File: src/wsw_pkg.sv
package wsw_pkg;

    // Stream widths (whole bytes)
    localparam int IN_TDATA_W  = 152;
    localparam int OUT_TDATA_W = 72;

    // Field widths
    localparam int IDX_W  = 6;
    localparam int BEAT_W = 64;
    localparam int TIME_W = 63;
    localparam int CNT_W  = 8;
    localparam int THR_W  = 32;

    // Configuration port
    localparam int CFG_ADDR_W = 2;
    localparam int CFG_DATA_W = 32;

    localparam logic [CFG_ADDR_W-1:0] CFG_SLOW_THR   = 2'd0;
    localparam logic [CFG_ADDR_W-1:0] CFG_SLOW_LIMIT = 2'd1;
    localparam logic [CFG_ADDR_W-1:0] CFG_WARN_THR   = 2'd2;
    localparam logic [CFG_ADDR_W-1:0] CFG_CANCEL_THR = 2'd3;

    localparam logic [THR_W-1:0] SLOW_THR_RST   = 32'd10000;
    localparam logic [CNT_W-1:0] SLOW_LIMIT_RST = 8'd3;
    localparam logic [THR_W-1:0] WARN_THR_RST   = 32'd100000;
    localparam logic [THR_W-1:0] CANCEL_THR_RST = 32'd5000000;

    typedef struct packed {
        logic [THR_W-1:0] slow_thr;
        logic [CNT_W-1:0] slow_limit;
        logic [THR_W-1:0] warn_thr;
        logic [THR_W-1:0] cancel_thr;
    } cfg_t;

    typedef struct packed {
        logic [IDX_W-1:0]  worker_index;
        logic [BEAT_W-1:0] heartbeat;
        logic              is_bound;
        logic              in_syscall;
        logic              is_running;
        logic [TIME_W-1:0] now_us;
        logic              work_queued;
        logic              has_native_call;
        logic              native_is_fast;
        logic [CNT_W-1:0]  native_slow_count;
        logic              task_present;
        logic              cancel_already;
    } sample_t;

    // Per-worker record kept in RAM
    typedef struct packed {
        logic [BEAT_W-1:0] last_beat;
        logic [TIME_W-1:0] stall_start;
        logic              warned;
    } rec_t;

    localparam int REC_W = $bits(rec_t);

    typedef struct packed {
        logic              wake_idle;
        logic              bump_slow_count;
        logic              upgrade_to_slow;
        logic              raise_warning;
        logic              request_cancel;
        logic [TIME_W-1:0] stall_time_us;
    } result_t;

    function automatic sample_t unpack_sample(input logic [IN_TDATA_W-1:0] d);
        sample_t s;
        s.worker_index      = d[5:0];
        s.heartbeat         = d[69:6];
        s.is_bound          = d[70];
        s.in_syscall        = d[71];
        s.is_running        = d[72];
        s.now_us            = d[135:73];
        s.work_queued       = d[136];
        s.has_native_call   = d[137];
        s.native_is_fast    = d[138];
        s.native_slow_count = d[146:139];
        s.task_present      = d[147];
        s.cancel_already    = d[148];
        return s;
    endfunction

    function automatic logic [OUT_TDATA_W-1:0] pack_result(input result_t r);
        logic [OUT_TDATA_W-1:0] d;
        d       = '0;
        d[0]    = r.wake_idle;
        d[1]    = r.bump_slow_count;
        d[2]    = r.upgrade_to_slow;
        d[3]    = r.raise_warning;
        d[4]    = r.request_cancel;
        d[67:5] = r.stall_time_us;
        return d;
    endfunction

endpackage

File: src/wsw_cfg.sv
module wsw_cfg (
    input  logic                            aclk,
    input  logic                            aresetn,
    input  logic                            cfg_we,
    input  logic [wsw_pkg::CFG_ADDR_W-1:0]  cfg_addr,
    input  logic [wsw_pkg::CFG_DATA_W-1:0]  cfg_wdata,
    output wsw_pkg::cfg_t                   cfg
);
    import wsw_pkg::*;

    cfg_t cfg_reg;

    always_ff @(posedge aclk) begin
        if (!aresetn) begin
            cfg_reg.slow_thr   <= SLOW_THR_RST;
            cfg_reg.slow_limit <= SLOW_LIMIT_RST;
            cfg_reg.warn_thr   <= WARN_THR_RST;
            cfg_reg.cancel_thr <= CANCEL_THR_RST;
        end else if (cfg_we) begin
            case (cfg_addr)
                CFG_SLOW_THR:   cfg_reg.slow_thr   <= cfg_wdata;
                CFG_SLOW_LIMIT: cfg_reg.slow_limit <= cfg_wdata[CNT_W-1:0];
                CFG_WARN_THR:   cfg_reg.warn_thr   <= cfg_wdata;
                CFG_CANCEL_THR: cfg_reg.cancel_thr <= cfg_wdata;
                default: ;
            endcase
        end
    end

    assign cfg = cfg_reg;

endmodule

File: config.mk
export PLATFORM = sky130hd
export DESIGN_NAME = wsw_cfg
export DESIGN_NICKNAME = d
export VERILOG_FILES = /design/src/wsw_pkg.sv /design/src/wsw_cfg.sv
export SDC_FILE = /design/constraint.sdc
export NUM_CORES = 1
export LEC_CHECK = 0
export BUFFER_PORTS_ARGS = -buffer_cell sky130_fd_sc_hd__clkbuf_2
export CORE_UTILIZATION = 56
export CTS_BUF_LIST = sky130_fd_sc_hd__clkbuf_2
export DETAILED_ROUTE_END_ITERATION = 8
export GPL_TIMING_DRIVEN = 0
export MAX_ROUTING_LAYER = met4
export PLACE_DENSITY = 0.88
export REMOVE_ABC_BUFFERS = 1
export SLEW_MARGIN = 20
export SYNTH_ARGS = -nofsm -noshare
export SYNTH_HDL_FRONTEND = slang
export SYNTH_SLANG_ARGS = --single-unit
File: constraint.sdc
create_clock -name aclk -period 1.8 [get_ports aclk]
set_input_delay 0.36 -clock aclk [delete_from_list [all_inputs] [get_ports aclk]]
set_output_delay 0.36 -clock aclk [all_outputs]
set_load 0.01 [all_outputs]
==> results.yml <==
pwr:
  leakage_nw: 2.456
  power_w: 0.003966
  irDropWorstVdd_v: 0.0004471
  p_per_area_nw_per_um2: 818.8
clocking:
  root_buffer: "clkbuf_2"
  clock_path_buffers: 2
  cts_tree: "yes"
  htree_levels: 3
  numClockSinks: 104
  numCtsBuffers: 9
  clk_latency_ps: 540
  cts.reportedPaths.clkPinSlew_ps: 280
  cts_resized: 0
timing:
  hold_viol_final: 0
  grt_setup_unrepaired: "false"
  fin_crit_ps: 1476
  setup_ws_ps: 324.5
  setup_violations: 0
  worst_pin_slew_ps: 819.0
  skew_ps: 0
  maxSlewHeadroom: 0.4540
  fmax_mhz: 677.7
  final.period_utilization: 0.8197
  slew_violations: 0
critical_path:
  critPathMaxFanout: 2
  slowest_stage: "dfxtp_1"
  crit_path_start_kind: "flop"
  critPathBufInv: 1
  path_class: "reg -> out"
  worstPathRequired_ps: 1440
  slowest_delay_ps: 410
  critPathCaptureType: "output port"
  crit_chain: "clkbuf_2"
  critPathTopFamily: "flip-flops"
  cp.arrival_ps: 1120
floorplanning:
  die_h_um: 87.27
  start_util: 0.5895
  io_pins: 141
  die_w_um: 87.27
  rows: 30
  dieArea_um2: 7615
  core-area_um2: 6907
routing:
  post-route-drc-count: 0
  routed_via_density: 5.196
  wirelength_um: 9167
  dr_total_vias: 3237
  drt-wirelength-per-cell_um: 14.71
  antenna_left: 0
  firstDrtPassIters: 5
  drt_iter0_markers: 120
global_routing:
  grt_pass1_vias: 3067
  gr-total-overflow: 0
  grt.busiest_layer: "met2"
  grt_first_pass_wirelength_um: 14220
  grtUsageMet3: 0.05118
  met1_usage: 0.2848
  grt_antenna_before_repair: 0
  grt_usage: 0.2528
  grt_use_met2: 0.4347
  grt_start_max_net_pins: 139
logic_synthesis:
  ys_ff_latch: 104
  seq_area_frac_synth: 0.5114
  syn_area_um2: 4071
  yosysUniqueCellTypes: 22
  syn_inst: 399
  postSynthAreaPerCell_um2: 10.20
  ys_warn_count: 0
layout:
  n_antenna_cell: 0
  syn2layout_area_growth_pct: 18.96
  nets: 560
  drive_above_1_share: 0.3055
  fillCellCount: 566
  design_area_um2: 4843
  post-route-util: 0.7013
  largest_reg_flops: 104
place:
  post_dp_cell_area_um2: 4715
  place.gp.congestion: 0.7710
  io_buffer_count: 140
  hpwl_um: 6156
  dp_slack_ps: -122.9
run_status:
  status: "finished, final reports clean"
flow_run:
  cap_violations: 0
hold_path:
  hp-class: "in -> reg"
==> cell usage after synthesis <==
cell type / count / area share
nand3b_1: 1 / 0.0018
nand4_1: 6 / 0.0092
clkbuf_1: 4 / 0.0037
nor3b_2: 1 / 0.0031
nand2_1: 114 / 0.11
mux2i_1: 90 / 0.22
buf_8: 1 / 0.0037
and3_1: 1 / 0.0015
and3b_1: 2 / 0.0043
buf_4: 3 / 0.0055
buf_12: 3 / 0.015
buf_6: 5 / 0.014
nand3b_4: 1 / 0.0049
buf_2: 14 / 0.017
nor2b_1: 10 / 0.015
nand3_4: 1 / 0.0043
nand4bb_1: 2 / 0.0055
dfxtp_1: 104 / 0.51
nand4b_1: 6 / 0.013
buf_1: 2 / 0.0018
inv_1: 14 / 0.013
o211ai_1: 14 / 0.026
==> layout make-up <==
class                   instances  area, um^2  share of cell area
multi-input cells             249        1697              0.3503
flip-flops and latches        104        2082              0.4299
clock inverters                 5       58.81             0.01214
clock buffers                  10       50.05             0.01033
repair buffers                145       783.3              0.1617
well taps                      96       120.1             0.02480
inverters                      14       52.55             0.01085
==> metal layers <==
| metal | vias to the layer above | routed length [um] | part of all wire |
|---|---|---|---|
| met5 | - | 0 | 0 |
| met4 | 0 | 159 | 0.017 |
| met3 | 17 | 595 | 0.065 |
| met2 | 117 | 4545 | 0.50 |
| met1 | 1532 | 3866 | 0.42 |
| li1 | 1571 | - | - |
==> per-stage QoR <==
step / hold WS (ps) / setup TNS, ps / instances
3_3_place_gp: 442.2 / -123490 / 603
6_report: 37.73 / 0 / 623
2_1_floorplan: 448.9 / -22370 / 367
3_5_place_dp: 446.7 / -1320 / 606
5_1_grt: 10.26 / 0 / 623
4_1_cts: 0.8447 / 0 / 623
==> cell families after synthesis <==
logic type | synth area share
flip-flops | 0.5114
AO/OA/AOI/OAI | 0.02581
AND/OR/NAND/NOR | 0.1681
buffers and inverters | 0.07345
multiplexers | 0.2213
==> path summary, 6_finish.rpt <==
kind	cells after the start	end	start	slack (ps)
worst max register to register	2	cfg[4]$_SDFFE_PN0P_	cfg[4]$_SDFFE_PN0P_	1070
worst min register to register	2	cfg[79]$_SDFFE_PN0P_	cfg[79]$_SDFFE_PN0P_	480
worst min-delay path	3	cfg[84]$_SDFFE_PN0P_	cfg_wdata[12]	40
worst max-delay path	1	cfg[35]	cfg[35]$_SDFFE_PN0P_	320
==> power breakdown <==
| group | switching (W) | internal (W) | leakage (nW) |
|---|---|---|---|
| sequential | 0.0000441 | 0.00240 | 0.847 |
| clock | 0.000745 | 0.000318 | 0.0640 |
| combinational | 0.000271 | 0.000190 | 1.55 |
==> cells in the final DEF (no fill, tap or decap) <==
cell	netlist	final
nor3b_4	0	1
nand3b_1	1	1
inv_1	14	14
nand4bb_1	2	2
o211ai_1	14	14
dfxtp_1	104	104
buf_6	5	1
clkbuf_2	0	149
dlygate4sd3_1	0	2
clkinv_2	0	1
nand2_1	114	114
mux2i_1	90	90
nand4b_1	6	6
clkinv_4	0	1
clkinvlp_4	0	2
and3b_1	2	2
nand3_4	1	1
clkbuf_8	0	1
nor2b_1	10	10
nand3b_4	1	1
buf_16	0	1
and3_1	1	1
nand4_1	6	6
bufinv_16	0	1
buf_8	1	1
==> timing repair <==
item | CTS | global route
hold buffers | 2 | 0
endpoints found under the hold margin | 2 | 0
endpoints found under the setup margin | 0 | 0
buffers inserted | 0 | 0
Power figures use the tool's default switching activity.
