File: config.mk
export PLATFORM = sky130hd
export DESIGN_NAME = wsw_eval
export DESIGN_NICKNAME = d
export VERILOG_FILES = /design/src/wsw_pkg.sv /design/src/wsw_eval.sv
export SDC_FILE = /design/constraint.sdc
export NUM_CORES = 1
export LEC_CHECK = 0
export BUFFER_PORTS_ARGS = -buffer_cell sky130_fd_sc_hd__buf_2
export CAP_MARGIN = 20
export CORE_AREA = 3 3 227 229
export DETAILED_ROUTE_END_ITERATION = 10
export DIE_AREA = 0 0 230 232
export GPL_TIMING_DRIVEN = 0
export SETUP_SLACK_MARGIN = 0.3
export SLEW_MARGIN = 5
export SYNTH_ARGS = -nofsm -noshare
export SYNTH_HDL_FRONTEND = slang
export SYNTH_SLANG_ARGS = --single-unit
File: constraint.sdc
create_clock -name vclk -period 8.73
set_input_delay 0.4365 -clock vclk [all_inputs]
set_output_delay 0.4365 -clock vclk [all_outputs]
set_load 0.05 [all_outputs]
File: src/wsw_pkg.sv
package wsw_pkg;

    // Stream widths (whole bytes)
    localparam int IN_TDATA_W  = 152;
    localparam int OUT_TDATA_W = 72;

    // Field widths
    localparam int IDX_W  = 6;
    localparam int BEAT_W = 64;
    localparam int TIME_W = 63;
    localparam int CNT_W  = 8;
    localparam int THR_W  = 32;

    // Configuration port
    localparam int CFG_ADDR_W = 2;
    localparam int CFG_DATA_W = 32;

    localparam logic [CFG_ADDR_W-1:0] CFG_SLOW_THR   = 2'd0;
    localparam logic [CFG_ADDR_W-1:0] CFG_SLOW_LIMIT = 2'd1;
    localparam logic [CFG_ADDR_W-1:0] CFG_WARN_THR   = 2'd2;
    localparam logic [CFG_ADDR_W-1:0] CFG_CANCEL_THR = 2'd3;

    localparam logic [THR_W-1:0] SLOW_THR_RST   = 32'd10000;
    localparam logic [CNT_W-1:0] SLOW_LIMIT_RST = 8'd3;
    localparam logic [THR_W-1:0] WARN_THR_RST   = 32'd100000;
    localparam logic [THR_W-1:0] CANCEL_THR_RST = 32'd5000000;

    typedef struct packed {
        logic [THR_W-1:0] slow_thr;
        logic [CNT_W-1:0] slow_limit;
        logic [THR_W-1:0] warn_thr;
        logic [THR_W-1:0] cancel_thr;
    } cfg_t;

    typedef struct packed {
        logic [IDX_W-1:0]  worker_index;
        logic [BEAT_W-1:0] heartbeat;
        logic              is_bound;
        logic              in_syscall;
        logic              is_running;
        logic [TIME_W-1:0] now_us;
        logic              work_queued;
        logic              has_native_call;
        logic              native_is_fast;
        logic [CNT_W-1:0]  native_slow_count;
        logic              task_present;
        logic              cancel_already;
    } sample_t;

    // Per-worker record kept in RAM
    typedef struct packed {
        logic [BEAT_W-1:0] last_beat;
        logic [TIME_W-1:0] stall_start;
        logic              warned;
    } rec_t;

    localparam int REC_W = $bits(rec_t);

    typedef struct packed {
        logic              wake_idle;
        logic              bump_slow_count;
        logic              upgrade_to_slow;
        logic              raise_warning;
        logic              request_cancel;
        logic [TIME_W-1:0] stall_time_us;
    } result_t;

    function automatic sample_t unpack_sample(input logic [IN_TDATA_W-1:0] d);
        sample_t s;
        s.worker_index      = d[5:0];
        s.heartbeat         = d[69:6];
        s.is_bound          = d[70];
        s.in_syscall        = d[71];
        s.is_running        = d[72];
        s.now_us            = d[135:73];
        s.work_queued       = d[136];
        s.has_native_call   = d[137];
        s.native_is_fast    = d[138];
        s.native_slow_count = d[146:139];
        s.task_present      = d[147];
        s.cancel_already    = d[148];
        return s;
    endfunction

    function automatic logic [OUT_TDATA_W-1:0] pack_result(input result_t r);
        logic [OUT_TDATA_W-1:0] d;
        d       = '0;
        d[0]    = r.wake_idle;
        d[1]    = r.bump_slow_count;
        d[2]    = r.upgrade_to_slow;
        d[3]    = r.raise_warning;
        d[4]    = r.request_cancel;
        d[67:5] = r.stall_time_us;
        return d;
    endfunction

endpackage

File: src/wsw_eval.sv
module wsw_eval (
    input  wsw_pkg::sample_t smp,
    input  wsw_pkg::rec_t    rec,
    input  logic             stall_valid,
    input  wsw_pkg::cfg_t    cfg,
    output wsw_pkg::rec_t    rec_next,
    output logic             stall_valid_next,
    output wsw_pkg::result_t res
);
    import wsw_pkg::*;

    logic              stalled;
    logic [TIME_W-1:0] start;
    logic [TIME_W:0]   diff;
    logic              fwd_time;
    logic [TIME_W-1:0] stall;
    logic              warned_cur;
    logic              ge_slow;
    logic              ge_warn;
    logic              ge_cancel;
    logic [CNT_W-1:0]  cnt_inc;
    logic              bump;
    logic              warn;

    assign stalled = smp.is_bound && !smp.in_syscall && smp.is_running &&
                     (smp.heartbeat == rec.last_beat) && (smp.heartbeat != '0);

    // A fresh stall starts now
    assign start      = stall_valid ? rec.stall_start : smp.now_us;
    assign warned_cur = stall_valid && rec.warned;

    assign diff     = {1'b0, smp.now_us} - {1'b0, start};
    assign fwd_time = !diff[TIME_W];
    assign stall    = fwd_time ? diff[TIME_W-1:0] : '0;

    assign ge_slow   = fwd_time && (stall >= TIME_W'(cfg.slow_thr));
    assign ge_warn   = fwd_time && (stall >= TIME_W'(cfg.warn_thr));
    assign ge_cancel = fwd_time && (stall >= TIME_W'(cfg.cancel_thr));

    assign cnt_inc = smp.native_slow_count + CNT_W'(1);
    assign bump    = ge_slow && smp.has_native_call && smp.native_is_fast;
    assign warn    = ge_warn && !warned_cur;

    always_comb begin
        res      = '0;
        rec_next = '0;
        stall_valid_next = 1'b0;
        // unbound keeps the last heartbeat, every other path records it
        rec_next.last_beat = smp.is_bound ? smp.heartbeat : rec.last_beat;
        if (stalled) begin
            stall_valid_next     = 1'b1;
            rec_next.stall_start = start;
            rec_next.warned      = warned_cur || warn;
            res.wake_idle        = !stall_valid && smp.work_queued;
            res.bump_slow_count  = bump;
            res.upgrade_to_slow  = bump && (cnt_inc >= cfg.slow_limit);
            res.raise_warning    = warn;
            res.request_cancel   = ge_cancel && smp.task_present && !smp.cancel_already;
            res.stall_time_us    = stall;
        end
    end

endmodule

==> results.json <==
{
  "synthCells": 1521,
  "drc": 0,
  "area_delta_synth_final_pct": 36.0,
  "hold_violations": 0,
  "syn_nets": 2070,
  "cp.required_ns": 8.29,
  "drive_above_1_share_pct": 32.7,
  "yosysSeqAreaShare_pct": 0,
  "slowest_delay_ns": 0.47,
  "cp-end-kind": "output pin",
  "clock_buffers": 0,
  "die_x_um": 230,
  "timing.final.crit_share_pct": 89.6,
  "nets": 2644,
  "die_area_um2": 53400,
  "io_buffers": 571,
  "ys_types": 79,
  "tightest_slew_ns": 1.20,
  "p_leak_uw": 0.00746,
  "hold_path_class": "primary input to output pin",
  "drtIter0Drc": 805,
  "rows": 82,
  "postLayoutCoreUtil_pct": 28.3,
  "slew_headroom_pct": 19.3,
  "grt_pass1_wl_um": 83000,
  "mappedNetlistArea_um2": 10400,
  "antenna_found_initial": 4,
  "dp_cells": 2764,
  "fin_cells": 2768,
  "maxCapViolCount": 0,
  "start_util_pct": 20.8,
  "crit_top_cell": "a21oi_1",
  "whs_path_depth": 3,
  "firstDrtPassIters": 5,
  "min_from": "rec[0]",
  "path_buf_inv": 7,
  "routed_wl_um": 58200,
  "routed_via_density": 4.88,
  "ios": 579,
  "grt_max_degree": 11,
  "start_kind": "primary input",
  "finalSetupViolations": 0,
  "gp_congestion": 1.01,
  "hpwl_um": 52600,
  "ant_nets": 0,
  "slew_viol_final": 0,
  "status": "finished clean",
  "vias": 13500,
  "cp.arrival_ns": 7.38,
  "overflow": 0,
  "hold_end": "res[64]",
  "grt_pass1_vias": 13400,
  "crit_family": "compound AO/OA/AOI/OAI gates",
  "fin_setup_tns_ns": 0,
  "syn_area_per_cell_um2": 6.82,
  "crit_type": "primary input to output pin",
  "core-area_um2": 49900,
  "cp_max_fo": 10,
  "die_y_um": 232,
  "design.seq.count": 0,
  "vdd_ir_drop_max_uv": 45.6,
  "power_uw": 1190,
  "fin_crit_ns": 7.82,
  "slowest_stage": "o311ai_1",
  "fmax_mhz": 128,
  "hold_buffers": 0,
  "grt.total_usage_pct": 20.3,
  "wl_per_cell_um": 21.0,
  "regArea_um2": 0,
  "p_per_area_nw_per_um2": 84.6,
  "ys_warn_count": 0,
  "rsz0062_at_grt": "false"
}
## stage by stage
step / setup WS, ns / hold WS (ns) / area [um^2]
6_report: 0.910 / 1.23 / 14100
3_5_place_dp: -0.889 / 1.23 / 14100
2_1_floorplan: 2.07 / 1.15 / 10400
5_1_grt: 0.303 / 1.24 / 14100
3_3_place_gp: -0.858 / 1.22 / 14100
4_1_cts: 0.314 / 1.23 / 14100
## worst max path at each step
stage,cells past startpoint,endpoint,from
final,28,rec_next[0],stall_valid
after global routing,28,rec_next[0],stall_valid
after CTS,28,rec_next[0],stall_valid
after detailed placement,27,rec_next[0],stall_valid
after global placement,28,rec_next[0],stall_valid
after floorplan,24,res[64],stall_valid
## placed cells by master (no fill, tap or decap), drive strengths merged, types with 30 or more instances in the layout
| cell | count |
|---|---|
| nor4 | 30 |
| nand2 | 107 |
| buf | 589 |
| a21o | 40 |
| a21oi | 128 |
| ha | 166 |
| o21ai | 83 |
| mux2i | 65 |
| xor2 | 49 |
| nor2 | 200 |
| mux2 | 62 |
| nand3 | 30 |
| nand4 | 61 |
| inv | 120 |
| clkbuf | 47 |
| xnor2 | 69 |
## tightest hold or removal path, cell delays in order
cell and delay (ns):
buf_2 0.09, a21oi_1 0.06, buf_2 0.21
## repair_timing
| action | CTS | global route |
|---|---|---|
| setup endpoints to repair | 5 | 5 |
| pin swaps | 1 | 0 |
| buffers inserted | 1 | 0 |
| endpoints found under the hold margin | 0 | 0 |
| gates resized for setup | 10 | 7 |
| cloned | 0 | 0 |
## cell families (layout without fill, tap and decap cells)
kind of cell,count (synthesis),after routing,synth area share (%)
AO/OA/AOI/OAI,364,364,23.2
XOR/XNOR,118,118,9.96
adder cells (fa/ha/maj),168,168,20.3
buffers and inverters,184,756,7.02
multiplexers,127,127,13.0
other,0,3,0
AND/OR/NAND/NOR,560,560,26.5
## power breakdown
group          switching, uW  internal, uW
Clock                      0     0.0000462
Sequential                 0             0
Combinational            769           425
## layer usage
layer,part of all wire (%),vias up,track usage (%)
met5,0,-,0
met4,4.1,0,6.96
li1,-,6687,-
met1,41,6184,23.9
met3,5.6,81,2.26
met2,50,545,37.9
## cell usage after synthesis (all sizes together) (15+ instances only)
library cell,n,area share [%]
inv,120,4.3
buf,17,0.96
xor2,49,4.1
ha,166,20
mux2i,65,6.3
xnor2,69,5.8
nand2,107,3.9
nand4,61,3.7
a21o,40,2.9
clkbuf,47,1.7
nor2b,16,0.96
nor3,23,1.1
nor2,200,7.2
o21ai,83,4.2
and3,20,1.2
nand2b,17,1.0
o211ai,15,1.3
a21oi,128,6.5
nand3,30,1.4
mux2,62,6.7
nor4,30,1.8
## cell type report
type               count  area, um^2
inverters            120         450
repair buffers       572        2870
well taps            672         841
plain buffers         64         294
diodes                 3        7.51
multi-input cells   1337        9650
fillers             5677       35800
(Power assumes the default switching activity.)
